==> config.mk <==
export PLATFORM = sky130hd
export DESIGN_NAME = pwm_angle_sensor_multiturn
export DESIGN_NICKNAME = d
export VERILOG_FILES = /design/src/sv/pasm_pkg.sv /design/src/sv/pwm_angle_sensor_multiturn.sv /design/src/sv/pasm_div.sv /design/src/sv/pasm_unwrap.sv
export SDC_FILE = /design/constraint.sdc
export NUM_CORES = 1
export LEC_CHECK = 0
export CAP_MARGIN = 20
export CELL_PAD_IN_SITES_DETAIL_PLACEMENT = 0
export CELL_PAD_IN_SITES_GLOBAL_PLACEMENT = 1
export CORE_ASPECT_RATIO = 0.5
export CORE_MARGIN = 3
export CORE_UTILIZATION = 47
export CTS_BUF_LIST = sky130_fd_sc_hd__clkbuf_8
export DETAILED_ROUTE_END_ITERATION = 7
export DONT_BUFFER_PORTS = 1
export GPL_ROUTABILITY_DRIVEN = 0
export PLACE_DENSITY = 0.91
export SETUP_SLACK_MARGIN = 0.5
export SYNTH_ARGS = -nofsm -noshare
export SYNTH_HDL_FRONTEND = slang
export SYNTH_SLANG_ARGS = --single-unit
==> constraint.sdc <==
create_clock -name clock -period 3.88 [get_ports clock]
set_input_delay 0.194 -clock clock [delete_from_list [all_inputs] [get_ports clock]]
set_output_delay 0.194 -clock clock [all_outputs]
set_load 0.02 [all_outputs]
==> src/sv/pasm_pkg.sv <==
// ----------------------------------------------------------------------------
// PWM angle sensor package
// Shared constants, register indexes and types for the PWM duty capture and
// multi-turn angle unwrap block.
// ----------------------------------------------------------------------------
package pasm_pkg;

   localparam int CountWidth   = 16;
   localparam int DutyWidth    = 10;
   localparam int AngleWidth   = 16;
   localparam int TotalWidth   = 32;
   localparam int JumpWidth    = 15;
   localparam int CsrIdxWidth  = 3;
   localparam int DvdWidth     = 26;
   localparam int DivCntWidth  = 5;

   localparam logic [DutyWidth-1:0]  DUTY_FULL   = 10'd1000;
   localparam logic [DvdWidth-1:0]   DUTY_FULL_Q = 26'd1000;
   localparam logic signed [AngleWidth-1:0] DUTY_OFFSET = 16'sd125;
   localparam logic signed [AngleWidth:0]   SPAN_CD     = 17'sd18000;
   localparam logic signed [AngleWidth-1:0] WRAP_LOW    = 16'sd2000;
   localparam logic signed [AngleWidth-1:0] WRAP_HIGH   = 16'sd16000;
   localparam logic [DivCntWidth-1:0] DIV_STEPS = 5'd26;

   localparam logic [CsrIdxWidth-1:0] CSR_WINDOW_ENABLE = 3'd0;
   localparam logic [CsrIdxWidth-1:0] CSR_HIGH_MIN      = 3'd1;
   localparam logic [CsrIdxWidth-1:0] CSR_HIGH_MAX      = 3'd2;
   localparam logic [CsrIdxWidth-1:0] CSR_PERIOD_MAX    = 3'd3;
   localparam logic [CsrIdxWidth-1:0] CSR_JUMP_LIMIT    = 3'd4;

   localparam logic [CountWidth-1:0] HIGH_MIN_RST   = 16'd250;
   localparam logic [CountWidth-1:0] HIGH_MAX_RST   = 16'd1750;
   localparam logic [CountWidth-1:0] PERIOD_MAX_RST = 16'd2200;
   localparam logic [JumpWidth-1:0]  JUMP_LIMIT_RST = 15'd5000;

   typedef enum logic [2:0] {
      ST_IDLE,
      ST_DIVIDE,
      ST_START,
      ST_ANGLE,
      ST_EMIT
   } pasm_state_type;

   typedef struct packed {
      logic                         done;
      logic signed [AngleWidth-1:0] change;
      logic [TotalWidth-1:0]        total;
   } pasm_ang_type;

endpackage

==> src/sv/pwm_angle_sensor_multiturn.sv <==
// ----------------------------------------------------------------------------
// PWM angle sensor with multi-turn unwrap
// Qualifies each PWM capture, derives the held duty in permille with a
// bit-serial divider and accumulates a wrapping multi-turn angle.
//
//   Channel  Direction  Handshake        Beat contents
//   req_     in         valid / stall    period_count, high_count
//   rsp_     out        valid / stall    duty_permille, duty_updated,
//                                        angle_total, angle_change
//   csr_     in         valid / ready    csr_index, csr_data
//
// A qualifying capture runs through the 26 steps of the one-bit-per-cycle
// divider before the angle unwrap; a capture that does not qualify skips
// the divider and goes straight to the unwrap. One capture is in work
// at a time, and req_stall is high until its result sits in the output
// register, which may still wait on rsp_stall while the next capture enters.
// Reset is synchronous and restores the register defaults and zero state.
// ----------------------------------------------------------------------------
module pwm_angle_sensor_multiturn
   import pasm_pkg::*;
(
   input  logic                         clock,
   input  logic                         reset,
   input  logic                         req_valid,
   output logic                         req_stall,
   input  logic [CountWidth-1:0]        req_period_count,
   input  logic [CountWidth-1:0]        req_high_count,
   output logic                         rsp_valid,
   input  logic                         rsp_stall,
   output logic [DutyWidth-1:0]         rsp_duty_permille,
   output logic                         rsp_duty_updated,
   output logic signed [TotalWidth-1:0] rsp_angle_total,
   output logic signed [AngleWidth-1:0] rsp_angle_change,
   input  logic                         csr_valid,
   output logic                         csr_ready,
   input  logic [CsrIdxWidth-1:0]       csr_index,
   input  logic [CountWidth-1:0]        csr_data
);

   pasm_state_type state_ff, state_in;

   logic                  win_en_ff;
   logic [CountWidth-1:0] high_min_ff, high_max_ff, period_max_ff;
   logic [JumpWidth-1:0]  jump_limit_ff;
   logic [DutyWidth-1:0]  held_duty_ff;
   logic                  ok_ff;
   logic                  rsp_valid_ff;
   logic [DutyWidth-1:0]  rsp_duty_ff;
   logic                  rsp_upd_ff;
   logic [TotalWidth-1:0] rsp_total_ff;
   logic [AngleWidth-1:0] rsp_change_ff;

   logic                  accept;
   logic                  ok;
   logic                  div_load;
   logic                  div_done;
   logic [DutyWidth-1:0]  div_duty;
   logic                  ang_start;
   logic                  out_load;
   logic                  out_free;
   pasm_ang_type          ang;

   assign csr_ready = 1'b1;
   assign accept    = req_valid && !req_stall;
   assign out_free  = !rsp_valid_ff || !rsp_stall;
   assign ok = (req_period_count != '0) &&
               (!win_en_ff || (req_period_count < period_max_ff &&
                               req_high_count < high_max_ff &&
                               req_high_count > high_min_ff));
   assign div_load = accept && ok;

   always_comb begin
      state_in = state_ff;
      unique case (state_ff)
         ST_IDLE: begin
            if (accept) begin
               state_in = ok ? ST_DIVIDE : ST_START;
            end
         end
         ST_DIVIDE: begin
            if (div_done) begin
               state_in = ST_START;
            end
         end
         ST_START: state_in = ST_ANGLE;
         ST_ANGLE: begin
            if (ang.done) begin
               state_in = ST_EMIT;
            end
         end
         ST_EMIT: begin
            if (out_free) begin
               state_in = ST_IDLE;
            end
         end
         default: state_in = ST_IDLE;
      endcase
   end

   always_comb begin
      req_stall = 1'b1;
      ang_start = 1'b0;
      out_load  = 1'b0;
      unique case (state_ff)
         ST_IDLE:   req_stall = 1'b0;
         ST_DIVIDE: ;
         ST_START:  ang_start = 1'b1;
         ST_ANGLE:  ;
         ST_EMIT:   out_load = out_free;
         default:   ;
      endcase
   end

   pasm_div u_div (
      .clock  (clock),
      .reset  (reset),
      .load   (div_load),
      .period (req_period_count),
      .high   (req_high_count),
      .done   (div_done),
      .duty   (div_duty)
   );

   pasm_unwrap u_unwrap (
      .clock      (clock),
      .reset      (reset),
      .start      (ang_start),
      .duty       (held_duty_ff),
      .jump_limit (jump_limit_ff),
      .result     (ang)
   );

   always_ff @(posedge clock) begin
      if (reset) begin
         state_ff      <= ST_IDLE;
         win_en_ff     <= 1'b1;
         high_min_ff   <= HIGH_MIN_RST;
         high_max_ff   <= HIGH_MAX_RST;
         period_max_ff <= PERIOD_MAX_RST;
         jump_limit_ff <= JUMP_LIMIT_RST;
         held_duty_ff  <= '0;
         ok_ff         <= 1'b0;
         rsp_valid_ff  <= 1'b0;
      end else begin
         state_ff <= state_in;
         if (csr_valid && csr_ready) begin
            unique case (csr_index)
               CSR_WINDOW_ENABLE: win_en_ff     <= csr_data[0];
               CSR_HIGH_MIN:      high_min_ff   <= csr_data;
               CSR_HIGH_MAX:      high_max_ff   <= csr_data;
               CSR_PERIOD_MAX:    period_max_ff <= csr_data;
               CSR_JUMP_LIMIT:    jump_limit_ff <= csr_data[JumpWidth-1:0];
               default:           ;
            endcase
         end
         if (accept) begin
            ok_ff <= ok;
         end
         if (state_ff == ST_DIVIDE && div_done) begin
            held_duty_ff <= div_duty;
         end
         if (out_load) begin
            rsp_valid_ff <= 1'b1;
         end else if (!rsp_stall) begin
            rsp_valid_ff <= 1'b0;
         end
      end
      if (out_load) begin
         rsp_duty_ff   <= held_duty_ff;
         rsp_upd_ff    <= ok_ff;
         rsp_total_ff  <= ang.total;
         rsp_change_ff <= ang.change;
      end
   end

   assign rsp_valid         = rsp_valid_ff;
   assign rsp_duty_permille = rsp_duty_ff;
   assign rsp_duty_updated  = rsp_upd_ff;
   assign rsp_angle_total   = rsp_total_ff;
   assign rsp_angle_change  = rsp_change_ff;

endmodule

==> src/sv/pasm_div.sv <==
// ----------------------------------------------------------------------------
// PWM angle sensor duty divider
// Bit-serial restoring divider that forms high*1000/period one quotient bit
// per cycle and saturates the result at full duty.
// ----------------------------------------------------------------------------
module pasm_div
   import pasm_pkg::*;
(
   input  logic                  clock,
   input  logic                  reset,
   input  logic                  load,
   input  logic [CountWidth-1:0] period,
   input  logic [CountWidth-1:0] high,
   output logic                  done,
   output logic [DutyWidth-1:0]  duty
);

   logic [DvdWidth-1:0]    dvd_ff,    dvd_in;
   logic [DvdWidth-1:0]    quo_ff,    quo_in;
   logic [CountWidth-1:0]  rem_ff,    rem_in;
   logic [CountWidth-1:0]  div_ff,    div_in;
   logic [DivCntWidth-1:0] count_ff,  count_in;
   logic                   done_ff,   done_in;
   logic [CountWidth:0]    trial;
   logic [CountWidth:0]    diff;
   logic [DvdWidth-1:0]    product;

   // high * 1000 = high * 1024 - high * 16 - high * 8
   assign product = {high, 10'b0} - {6'b0, high, 4'b0} - {7'b0, high, 3'b0};
   assign trial   = {rem_ff, dvd_ff[DvdWidth-1]};
   assign diff    = trial - {1'b0, div_ff};

   always_comb begin
      dvd_in   = dvd_ff;
      quo_in   = quo_ff;
      rem_in   = rem_ff;
      div_in   = div_ff;
      count_in = count_ff;
      done_in  = 1'b0;
      if (load) begin
         dvd_in   = product;
         quo_in   = '0;
         rem_in   = '0;
         div_in   = period;
         count_in = DIV_STEPS;
      end else if (count_ff != '0) begin
         dvd_in   = {dvd_ff[DvdWidth-2:0], 1'b0};
         count_in = count_ff - 1'b1;
         done_in  = (count_ff == 5'd1);
         if (trial >= {1'b0, div_ff}) begin
            rem_in = diff[CountWidth-1:0];
            quo_in = {quo_ff[DvdWidth-2:0], 1'b1};
         end else begin
            rem_in = trial[CountWidth-1:0];
            quo_in = {quo_ff[DvdWidth-2:0], 1'b0};
         end
      end
   end

   always_ff @(posedge clock) begin
      if (reset) begin
         count_ff <= '0;
         done_ff  <= 1'b0;
      end else begin
         count_ff <= count_in;
         done_ff  <= done_in;
      end
      dvd_ff <= dvd_in;
      quo_ff <= quo_in;
      rem_ff <= rem_in;
      div_ff <= div_in;
   end

   assign done = done_ff;
   assign duty = (quo_ff > DUTY_FULL_Q) ? DUTY_FULL : quo_ff[DutyWidth-1:0];

endmodule

==> src/sv/pasm_unwrap.sv <==
// ----------------------------------------------------------------------------
// PWM angle sensor unwrap
// Three-stage step that turns the held duty into a single-turn angle,
// corrects the change for a wrap, drops large forward jumps and accumulates
// the wrapping multi-turn total.
// ----------------------------------------------------------------------------
module pasm_unwrap
   import pasm_pkg::*;
(
   input  logic                 clock,
   input  logic                 reset,
   input  logic                 start,
   input  logic [DutyWidth-1:0] duty,
   input  logic [JumpWidth-1:0] jump_limit,
   output pasm_ang_type         result
);

   logic                         s1_ff, s2_ff, s3_ff;
   logic signed [AngleWidth-1:0] now_ff, now_in;
   logic signed [AngleWidth-1:0] last_ff;
   logic signed [AngleWidth-1:0] change_ff, change_in;
   logic [TotalWidth-1:0]        total_ff, total_in;
   logic signed [AngleWidth-1:0] offs;
   logic signed [AngleWidth:0]   diff;
   logic signed [AngleWidth:0]   delta;

   assign offs   = $signed({6'b0, duty}) - DUTY_OFFSET;
   assign now_in = (offs <<< 4) + (offs <<< 3);

   always_comb begin
      diff = {now_ff[AngleWidth-1], now_ff} - {last_ff[AngleWidth-1], last_ff};
      delta = diff;
      if (now_ff < WRAP_LOW && last_ff > WRAP_HIGH) begin
         delta = diff + SPAN_CD;
      end
      if (now_ff > WRAP_HIGH && last_ff < WRAP_LOW) begin
         delta = diff - SPAN_CD;
      end
      if (delta > $signed({2'b0, jump_limit})) begin
         delta = '0;
      end
      change_in = delta[AngleWidth-1:0];
   end

   assign total_in = total_ff + {{(TotalWidth-AngleWidth){change_ff[AngleWidth-1]}}, change_ff};

   always_ff @(posedge clock) begin
      if (reset) begin
         s1_ff    <= 1'b0;
         s2_ff    <= 1'b0;
         s3_ff    <= 1'b0;
         last_ff  <= '0;
         total_ff <= '0;
      end else begin
         s1_ff <= start;
         s2_ff <= s1_ff;
         s3_ff <= s2_ff;
         if (s1_ff) begin
            last_ff <= now_ff;
         end
         if (s2_ff) begin
            total_ff <= total_in;
         end
      end
      if (start) begin
         now_ff <= now_in;
      end
      if (s1_ff) begin
         change_ff <= change_in;
      end
   end

   assign result.done   = s3_ff;
   assign result.change = change_ff;
   assign result.total  = total_ff;

endmodule

==> results.toml, run 1 <==
[synth]
synthCells = 1928
synth.avg_cell_area_um2 = 9.05
syn-cell-area_um2 = 17500
ys_ff_latch = 290
synth_edf_count = 118
ys.warnings.count = 0
synthArstFlopShare_pct = 0
ys.flop_type = "dfxtp_1"
yosysSeqAreaShare_pct = 40.0
synth_cell_type_count = 89

[route]
wl_per_cell_um = 16.7
post-route-drc-count = 0
wl_um = 42900
num_vias = 14100
ant_nets = 0
dr.pass1.iters = 5
viasPerCell = 5.50
first_iter_violations = 935

[sta]
hold_viol = 0
fin_crit_ps = 4160
rsz0062_at_grt = "true"
worst_pin_slew_ps = 987
setup_viol = 12
max-slew-margin-rel_pct = 34.0
fin_ws_ps = -283
slew_violations = 0
fmax_mhz = 240
skew_ps = 32.9
timing.hold.ws_ps = 37.8
period_share_pct = 107

[place]
dpl.hpwl_um = 30500
place_ws_ps = -301
dp.cells = 2425
port_buffers = 0
placed_cell_area_um2 = 18500

[worst_setup_path]
crit_path_end_kind = "flip-flop"
crit_path_top_delay_cell = "or4_4"
startpoint_type = "flip-flop"
cp_max_fo = 6
crit_type = "flip-flop to flip-flop"
worst_ep_arrival_time_ps = 4580
cp_data_required_time_ps = 4300
reg2reg_slack_ps = -280
cp_cell_sequence = "inv_1 > ha_2 > fa_2 > nor2b_4 > o211ai_1 > buf_4 > nand3_1 > a21boi_1 > or2_4 > mux2i_1 > xnor2_1 > ha_1 > nand4_1 > or4_4 > nand2_1 > o21ai_1 > nor2b_1 > mux2i_2 > buf_6 > a21boi_2"
max_stage_delay_ps = 550

[floorplan]
start_util_pct = 48.1
die_x_um = 279
ioPinCount = 118
fp.dieH_um = 142
rows = 49
coreArea_um2 = 36300
die_area_um2 = 39600

[global_route]
grt_overflow_total = 0
top_usage_layer = "met2"
grt_pass1_wl_um = 69500
grtUsageMet1_pct = 29.2
grt_start_max_net_pins = 126
use_met2_pct = 35.1
antenna_found_initial = 3
use_met3_pct = 4.15
grtUsageTotal_pct = 21.4
grt_pass1_vias = 13500

[outcome]
violations = "setup timing"
status = "finished, violations left"

[clock_network]
clock_path_buffers = 3
root_buffer = "clkbuf_8"
clk_latency_ps = 590
cts-buffers-inserted = 44
cts_sinks = 290
htreeDepth = 2
path_clk_slew_ps = 60
cts_tree = "yes"

[finish]
nets = 2270
fin_area_um2 = 20200
layout.cells.non_filler = 2564
drive_gt1_share_pct = 11.9
fillers = 3228
area_growth_pct = 15.5

[power]
ir_drop_v = 0.000388
power.total_mw = 11.3
p_per_area_nw_per_um2 = 560
p_leak_nw = 8.13

[flow_run]
drv_cap = 0

[worst_hold_path]
hold_path.class = "input pin to flip-flop"
[power breakdown]
| group | total (mW) | internal (mW) | switching [mW] |
|---|---|---|---|
| logic | 4.32 | 1.96 | 2.37 |
| clock network | 2.91 | 1.62 | 1.29 |
| registers | 4.07 | 3.76 | 0.301 |
| total | 11.3 | 7.34 | 3.96 |
[timing repair]
item                                    CTS  global route
endpoints found under the setup margin   13            24
setup buffers                             4             5
hold endpoints to repair                152             0
hold buffers                             45             0
gates resized for setup                  11            19
pin swaps                                 5             7
[cells by family after synthesis]
| logic type | after synthesis | share of synthesized area [%] |
|---|---|---|
| buffers and inverters | 234 | 5.44 |
| adders and majority gates | 173 | 13.0 |
| AOI/OAI and AO/OA | 494 | 18.1 |
| muxes | 51 | 3.07 |
| and+or+nand+nor | 605 | 16.4 |
| DFF | 290 | 40.0 |
| other | 2 | 0.0430 |
| xor gates and xnor gates | 79 | 4.05 |
[final timing paths]
check                          startpoint                                   to  cells past startpoint
min reg2reg            ok_ff$_SDFFE_PP0P_           rsp_duty_updated$_DFFE_PP_                      0
min                                 reset         held_duty_ff[4]$_SDFFE_PP0P_                      2
max          u_unwrap.now_ff[3]$_DFFE_PP_  u_unwrap.change_ff[7]$_SDFFCE_PN0P_                     20
max reg2reg  u_unwrap.now_ff[3]$_DFFE_PP_  u_unwrap.change_ff[7]$_SDFFCE_PN0P_                     20
[state kept, by name, summed over array words and instances, names as in the netlist, 15 cells and up]
register	count
rsp_angle_total	29
u_unwrap.total_ff	29
u_div.quo_ff	26
u_div.dvd_ff	23
high_max_ff	16
high_min_ff	16
period_max_ff	16
u_div.div_ff	16
u_div.rem_ff	16
jump_limit_ff	15
[Yosys cell counts, types with 22 or more instances]
cell / instances / share of area, %
a21o_1: 35 / 1.5
a21oi_1: 186 / 5.3
clkbuf_1: 51 / 1.1
dfxtp_1: 172 / 20
edfxtp_1: 118 / 20
ha_1: 160 / 11
inv_1: 152 / 3.3
mux2i_1: 33 / 1.9
nand2_1: 234 / 5.0
nand3_1: 34 / 0.97
nand4_1: 25 / 0.90
nor2_1: 127 / 2.7
nor2b_1: 30 / 1.1
nor3_1: 43 / 1.2
o21ai_0: 81 / 2.3
xnor2_1: 55 / 2.8
xor2_1: 22 / 1.1
[layout by cell type, fill, tap and decap left out, drive strengths merged, types with 51 or more instances in the layout]
cell type,n
ha,160
nand2,234
inv,162
o21ai,85
dfxtp,172
a21oi,187
xnor2,55
buf,98
clkbuf,51
nor2,127
edfxtp,118
[metal layers]
layer  wire length (µm)  vias up  share of wire [%]
met5                  0        -                  0
met4                952        0                2.2
li1                   -     7113                  -
met1              20500     6600                 48
met3               2260       83                5.3
met2              19100      297                 45
[layout make-up]
class | instances | area [µm²] | area share, %
tap | 484 | 606 | 3.00
clock inverter | 31 | 304 | 1.51
timing repair buffer | 142 | 1220 | 6.08
multi-input combinational | 1409 | 9740 | 48.3
sequential | 290 | 6990 | 34.7
clock buffer | 51 | 702 | 3.48
antenna | 3 | 7.51 | 0.0372
inverter | 154 | 583 | 2.89
[worst max-delay path: cells and delay by family, from the launching register on]
family | cells | cell delay, ps
muxes | 2 | 340
AOI/OAI and AO/OA | 4 | 740
buffers and inverters | 3 | 390
DFF | 1 | 390
adders and majority gates | 3 | 760
xor gates and xnor gates | 1 | 130
and+or+nand+nor | 7 | 1250
[metrics by stage]
stage	TNS, ps	util, %
6_report	-3130	55.5
5_1_grt	-6210	55.5
4_1_cts	-2980	55.2
3_5_place_dp	-3200	50.9
3_3_place_gp	-2190	50.9
2_1_floorplan	-217	-
Power figures use the tool's default switching activity.
==> inputs of run 2 (changes only) <==
GPL_TIMING_DRIVEN = 0   (was not set)
==> run 2 against run 1 <==
The run still ends with setup timing left. Clock power is 4% higher. Utilization is 0.87 points higher. Clock-buffer cell count is 7 higher. Register-to-register slack worse by 98 ps. Final area is 1.6% higher. Sequential share of layout area is 0.49 points lower. Global-route usage is 1.3 points higher. Fmax is 2.3% lower. Final cell count is 1.1% higher. First-iteration DRC count is 5.8% lower. Critical endpoint is now u_unwrap.change_ff[13]$_SDFFCE_PN0P_. Highest routed layer unchanged.
==> results.toml, run 2 (synthesis gave the netlist of run 1 again) <==
[floorplan]
start_util_pct = 48.1
fp.dieH_um = 142
ioPinCount = 118
coreArea_um2 = 36300
die_area_um2 = 39600
die_x_um = 279
rows = 49

[sta]
fin_crit_ps = 4260
setup_tns_ps = -4330
fmax_mhz = 235
max-slew-margin-rel_pct = 36.2
hold_viol = 0
worst_pin_slew_ps = 955
slew_violations = 0
rsz0062_at_grt = "true"
skew_ps = 17.7
timing.hold.ws_ps = 31.7
setup_viol = 12
fin_ws_ps = -381
period_share_pct = 110

[route]
post-route-drc-count = 0
num_vias = 14500
ant_nets = 0
viasPerCell = 5.61
wl_um = 46200
dr.pass1.iters = 5
wl_per_cell_um = 17.8
first_iter_violations = 881

[worst_setup_path]
crit_path_end_kind = "flip-flop"
cp_data_required_time_ps = 4310
crit_path_start = "u_unwrap.now_ff[4]$_DFFE_PP_"
crit_type = "flip-flop to flip-flop"
crit-reg2reg-launch = "u_unwrap.now_ff[4]$_DFFE_PP_"
startpoint_type = "flip-flop"
worst_ep_arrival_time_ps = 4690
cp_max_fo = 6

[worst_hold_path]
min_from = "rsp_stall"
hold_path.class = "input pin to flip-flop"

[global_route]
grt_pass1_wl_um = 72700
grtUsageTotal_pct = 22.7
grt_pass1_vias = 13800
grt_start_max_net_pins = 33
grt_overflow_total = 0
antenna_found_initial = 3

[clock_network]
cts_tree = "yes"
clock_path_buffers = 3
path_clk_slew_ps = 70
htreeDepth = 2
cts-buffers-inserted = 45
cts_sinks = 290
root_buffer = "clkbuf_8"
clk_latency_ps = 590

[finish]
drive_gt1_share_pct = 11.8
layout_commonest_cell = "nand2_1"
nets = 2300
fin_area_um2 = 20500
area_growth_pct = 17.3
utilization_pct = 56.4
layout.cells.non_filler = 2592
final_cell_mix = "nand2_1, a21oi_1, dfxtp_1, ha_1, inv_1"
fillers = 3223

[place]
port_buffers = 0
dp.cells = 2418
dpl.hpwl_um = 32800
placed_cell_area_um2 = 18200

[outcome]
status = "finished, violations left"
violations = "setup timing"

[power]
p_per_area_nw_per_um2 = 565
p_leak_nw = 8.10
ir_drop_v = 0.000249

[flow_run]
drv_cap = 0
[run 2: cell types whose count changed in the layout (fill, tap and decap cells not counted), sizes merged]
cell and change:
buf -27, bufbuf +1, clkbuf +58, clkinv -5, clkinvlp -3, dlygate4sd3 +4
[run 2: final timing paths]
kind	slack (ps)	endpoint	depth (start not counted)
min reg2reg	440	rsp_duty_updated$_DFFE_PP_	0
max reg2reg	-380	u_unwrap.change_ff[13]$_SDFFCE_PN0P_	17
min	30	rsp_duty_permille[9]$_DFFE_PP_	1
max	-380	u_unwrap.change_ff[13]$_SDFFCE_PN0P_	17
[run 2: layout make-up]
class | instances | area (µm²) | area share (%)
multi-input combinational | 1409 | 9960 | 48.6
sequential | 290 | 7000 | 34.2
timing repair buffer | 91 | 852 | 4.16
clock buffer | 58 | 798 | 3.90
tap | 484 | 606 | 2.96
inverter | 154 | 583 | 2.85
buffer | 80 | 418 | 2.04
clock inverter | 23 | 258 | 1.26
antenna | 3 | 7.51 | 0.0367
[run 2: routing by layer]
metal  wire length (µm)  global-route usage (%)  vias up  part of all wire [%]
li1                   -                       -     7170                     -
met1              21200                    30.4     6857                    46
met2              20900                    37.2      416                    45
met3               2770                    4.77       97                   6.0
met4               1280                    7.26        0                   2.8
met5                  0                       0        -                     0
[run 2: timing repair]
item | in CTS | in global routing
resized for setup | 54 | 46
gates cloned | 2 | 0
setup buffers | 24 | 16
endpoints found under the hold margin | 90 | 0
hold buffers | 48 | 0
pin swaps | 18 | 16
endpoints found under the setup margin | 97 | 64
[run 2: report_power, final]
| group | switching, mW | total, mW | internal [mW] |
|---|---|---|---|
| Sequential | 0.334 | 4.10 | 3.77 |
| Clock | 1.28 | 3.02 | 1.75 |
| Combinational | 2.54 | 4.44 | 1.90 |
| Total | 4.16 | 11.6 | 7.41 |
[run 2: per-stage QoR]
step / setup slack (ps) / power [mW]
2_1_floorplan: -21.8 / 7.11
3_3_place_gp: -615 / 7.93
3_5_place_dp: -665 / 8.01
4_1_cts: -388 / 11.3
5_1_grt: -613 / 12.3
6_report: -381 / 11.6
[run 2: critical path, cell delays in order, from the launching register on]
cell and delay, ps:
edfxtp_1 480, ha_1 330, nor2b_2 190, o211ai_4 250, nand3_2 160, a21o_4 260, a221o_1 410, o22ai_4 210
xnor2_2 120, ha_1 310, nand4_1 120, or4_4 560, nand2_1 90, o21ai_2 70, nor2b_2 150, mux2i_4 110
buf_6 160, a21boi_2 110
==> inputs of run 3 (changes only) <==
CORE_UTILIZATION = 35   (was 47)
PLACE_DENSITY = 0.73   (was 0.91)
SLEW_MARGIN = 40   (was not set)
==> run 3 against run 2 <==
The run still ends with setup timing left. Sequential share of layout area decreased by 0.13 points. Worst setup slack got worse by 82 ps. Fmax decreased by 1.9%. Clock skew increased by 25 ps. Clock-buffer cell count unchanged. Utilization decreased by 14 points. Non-clock buffer count unchanged. Global-route usage decreased by 4.8 points. Critical path type unchanged. Highest routed layer unchanged.
==> results.toml, run 3 (synthesis gave the netlist of run 1 again) <==
[global_route]
antenna_found_initial = 2
grt_overflow_total = 0
grtUsageTotal_pct = 17.9
grt_pass1_vias = 13700
grt_start_max_net_pins = 26
grt_pass1_wl_um = 75400

[outcome]
violations = "setup timing"
status = "finished, violations left"

[finish]
final_cell_mix = "nand2_1, a21oi_1, dfxtp_1, inv_1, ha_1"
area_growth_pct = 17.7
layout_commonest_cell = "nand2_1"
utilization_pct = 42.0
nets = 2301
drive_gt1_share_pct = 11.6

[worst_setup_path]
crit_type = "flip-flop to flip-flop"
crit_path_end_kind = "flip-flop"
cp_data_required_time_ps = 4300
worst_ep_arrival_time_ps = 4760
r2r_cells = 21
startpoint_type = "flip-flop"
cp_max_fo = 8

[clock_network]
root_buffer = "clkbuf_8"
htreeDepth = 2
path_clk_slew_ps = 70
clk_latency_ps = 600
clock_path_buffers = 3
cts_sinks = 290
cts-buffers-inserted = 46
cts_tree = "yes"

[place]
dpl.hpwl_um = 34900
port_buffers = 0
place_ws_ps = -700

[sta]
timing.hold.ws_ps = 68.0
period_share_pct = 112
max-slew-margin-rel_pct = 45.1
fmax_mhz = 230
skew_ps = 42.2
fin_ws_ps = -463
slew_violations = 0
setup_viol = 12
rsz0062_at_grt = "true"
fin_crit_ps = 4340
hold_viol = 0
worst_pin_slew_ps = 824

[route]
dr_wl_met2_um = 21600
first_iter_violations = 843
m1WireLength_um = 22600
num_vias = 14200
wl_met3_um = 2170
dr.pass1.iters = 5
post-route-drc-count = 0
highest_layer = "met4"
wl_um = 47800
wl_per_cell_um = 17.3
ant_nets = 0
viasPerCell = 5.14

[worst_hold_path]
hold_path.class = "input pin to flip-flop"
holdPathStages = 4

[floorplan]
fp.dieH_um = 164
die_area_um2 = 52800
start_util_pct = 35.7
ioPinCount = 118
rows = 57
die_x_um = 322
coreArea_um2 = 48900

[power]
p_per_area_nw_per_um2 = 548
p_leak_nw = 8.11
power.total_mw = 11.3
ir_drop_v = 0.000251

[flow_run]
drv_cap = 0
==> run 3: cell types whose count changed in the layout (fill, tap and decap cells not counted), moves of 3 or more <==
| cell | before | now |
|---|---|---|
| bufinv_16 | 6 | 2 |
| clkinv_1 | 6 | 1 |
| clkbuf_1 | 49 | 45 |
| buf_2 | 2 | 5 |
| nand3_2 | 3 | 0 |
| clkbuf_2 | 1 | 5 |
| inv_1 | 155 | 166 |
==> run 3: final cells by class <==
class                   instances  area (µm²)
plain buffers                  80         410
multi-input cells            1409        9950
diodes                          2        5.00
well taps                     649         812
repair buffers                 91         826
clock buffers                  58         798
clock inverters                25         161
inverters                     154         583
fillers                      4900       28400
flip-flops and latches        290        6990
==> run 3: final timing paths <==
path / start / to / slack [ps]
worst min-delay path: csr_valid / jump_limit_ff[1]$_SDFFE_PP0P_ / 70
worst max-delay path: u_unwrap.now_ff[3]$_DFFE_PP_ / u_unwrap.change_ff[10]$_SDFFCE_PN0P_ / -460
worst min register to register: jump_limit_ff[2]$_SDFFE_PP0P_ / jump_limit_ff[2]$_SDFFE_PP0P_ / 450
worst max register to register: u_unwrap.now_ff[3]$_DFFE_PP_ / u_unwrap.change_ff[10]$_SDFFCE_PN0P_ / -460
==> run 3: worst max-delay path: stages, from the launching register on <==
cell	delay [ps]
edfxtp_1	400
inv_2	60
ha_4	160
fa_2	430
nor2b_4	170
o211ai_1	130
buf_4	190
nand3_4	90
xor2_4	120
a221o_1	320
o22ai_2	250
a21oi_2	70
xnor2_2	160
ha_1	300
nand3_1	90
or4_4	500
nand2_2	90
o21ai_2	60
nor2b_1	140
mux2i_2	120
buf_6	160
a21boi_2	140
==> run 3: report_power, final <==
group	total (mW)	switching, mW	internal, mW
clock	2.77	1.29	1.48
sequential	4.10	0.332	3.77
combinational	4.40	2.52	1.88
==> run 3: timing repair <==
action | CTS | global route
hold buffers | 49 | 0
endpoints found under the hold margin | 95 | 0
setup buffers | 26 | 11
resized for setup | 58 | 29
pin swaps | 29 | 22
cloned | 1 | 0
endpoints found under the setup margin | 78 | 103
==> run 3: metal layers <==
layer | GRT usage (%) | vias up
met5 | 0 | -
met4 | 5.80 | 0
met3 | 3.66 | 90
met2 | 29.2 | 260
met1 | 23.9 | 6663
li1 | - | 7162
==> run 3: per-stage QoR <==
step	instance area, µm²	cells	TNS, ps
3_3_place_gp	18300	2582	-16690
2_1_floorplan	17500	1933	-217
5_1_grt	20500	2758	-7450
6_report	20500	2758	-5130
4_1_cts	20300	2745	-5280
3_5_place_dp	18400	2586	-10240
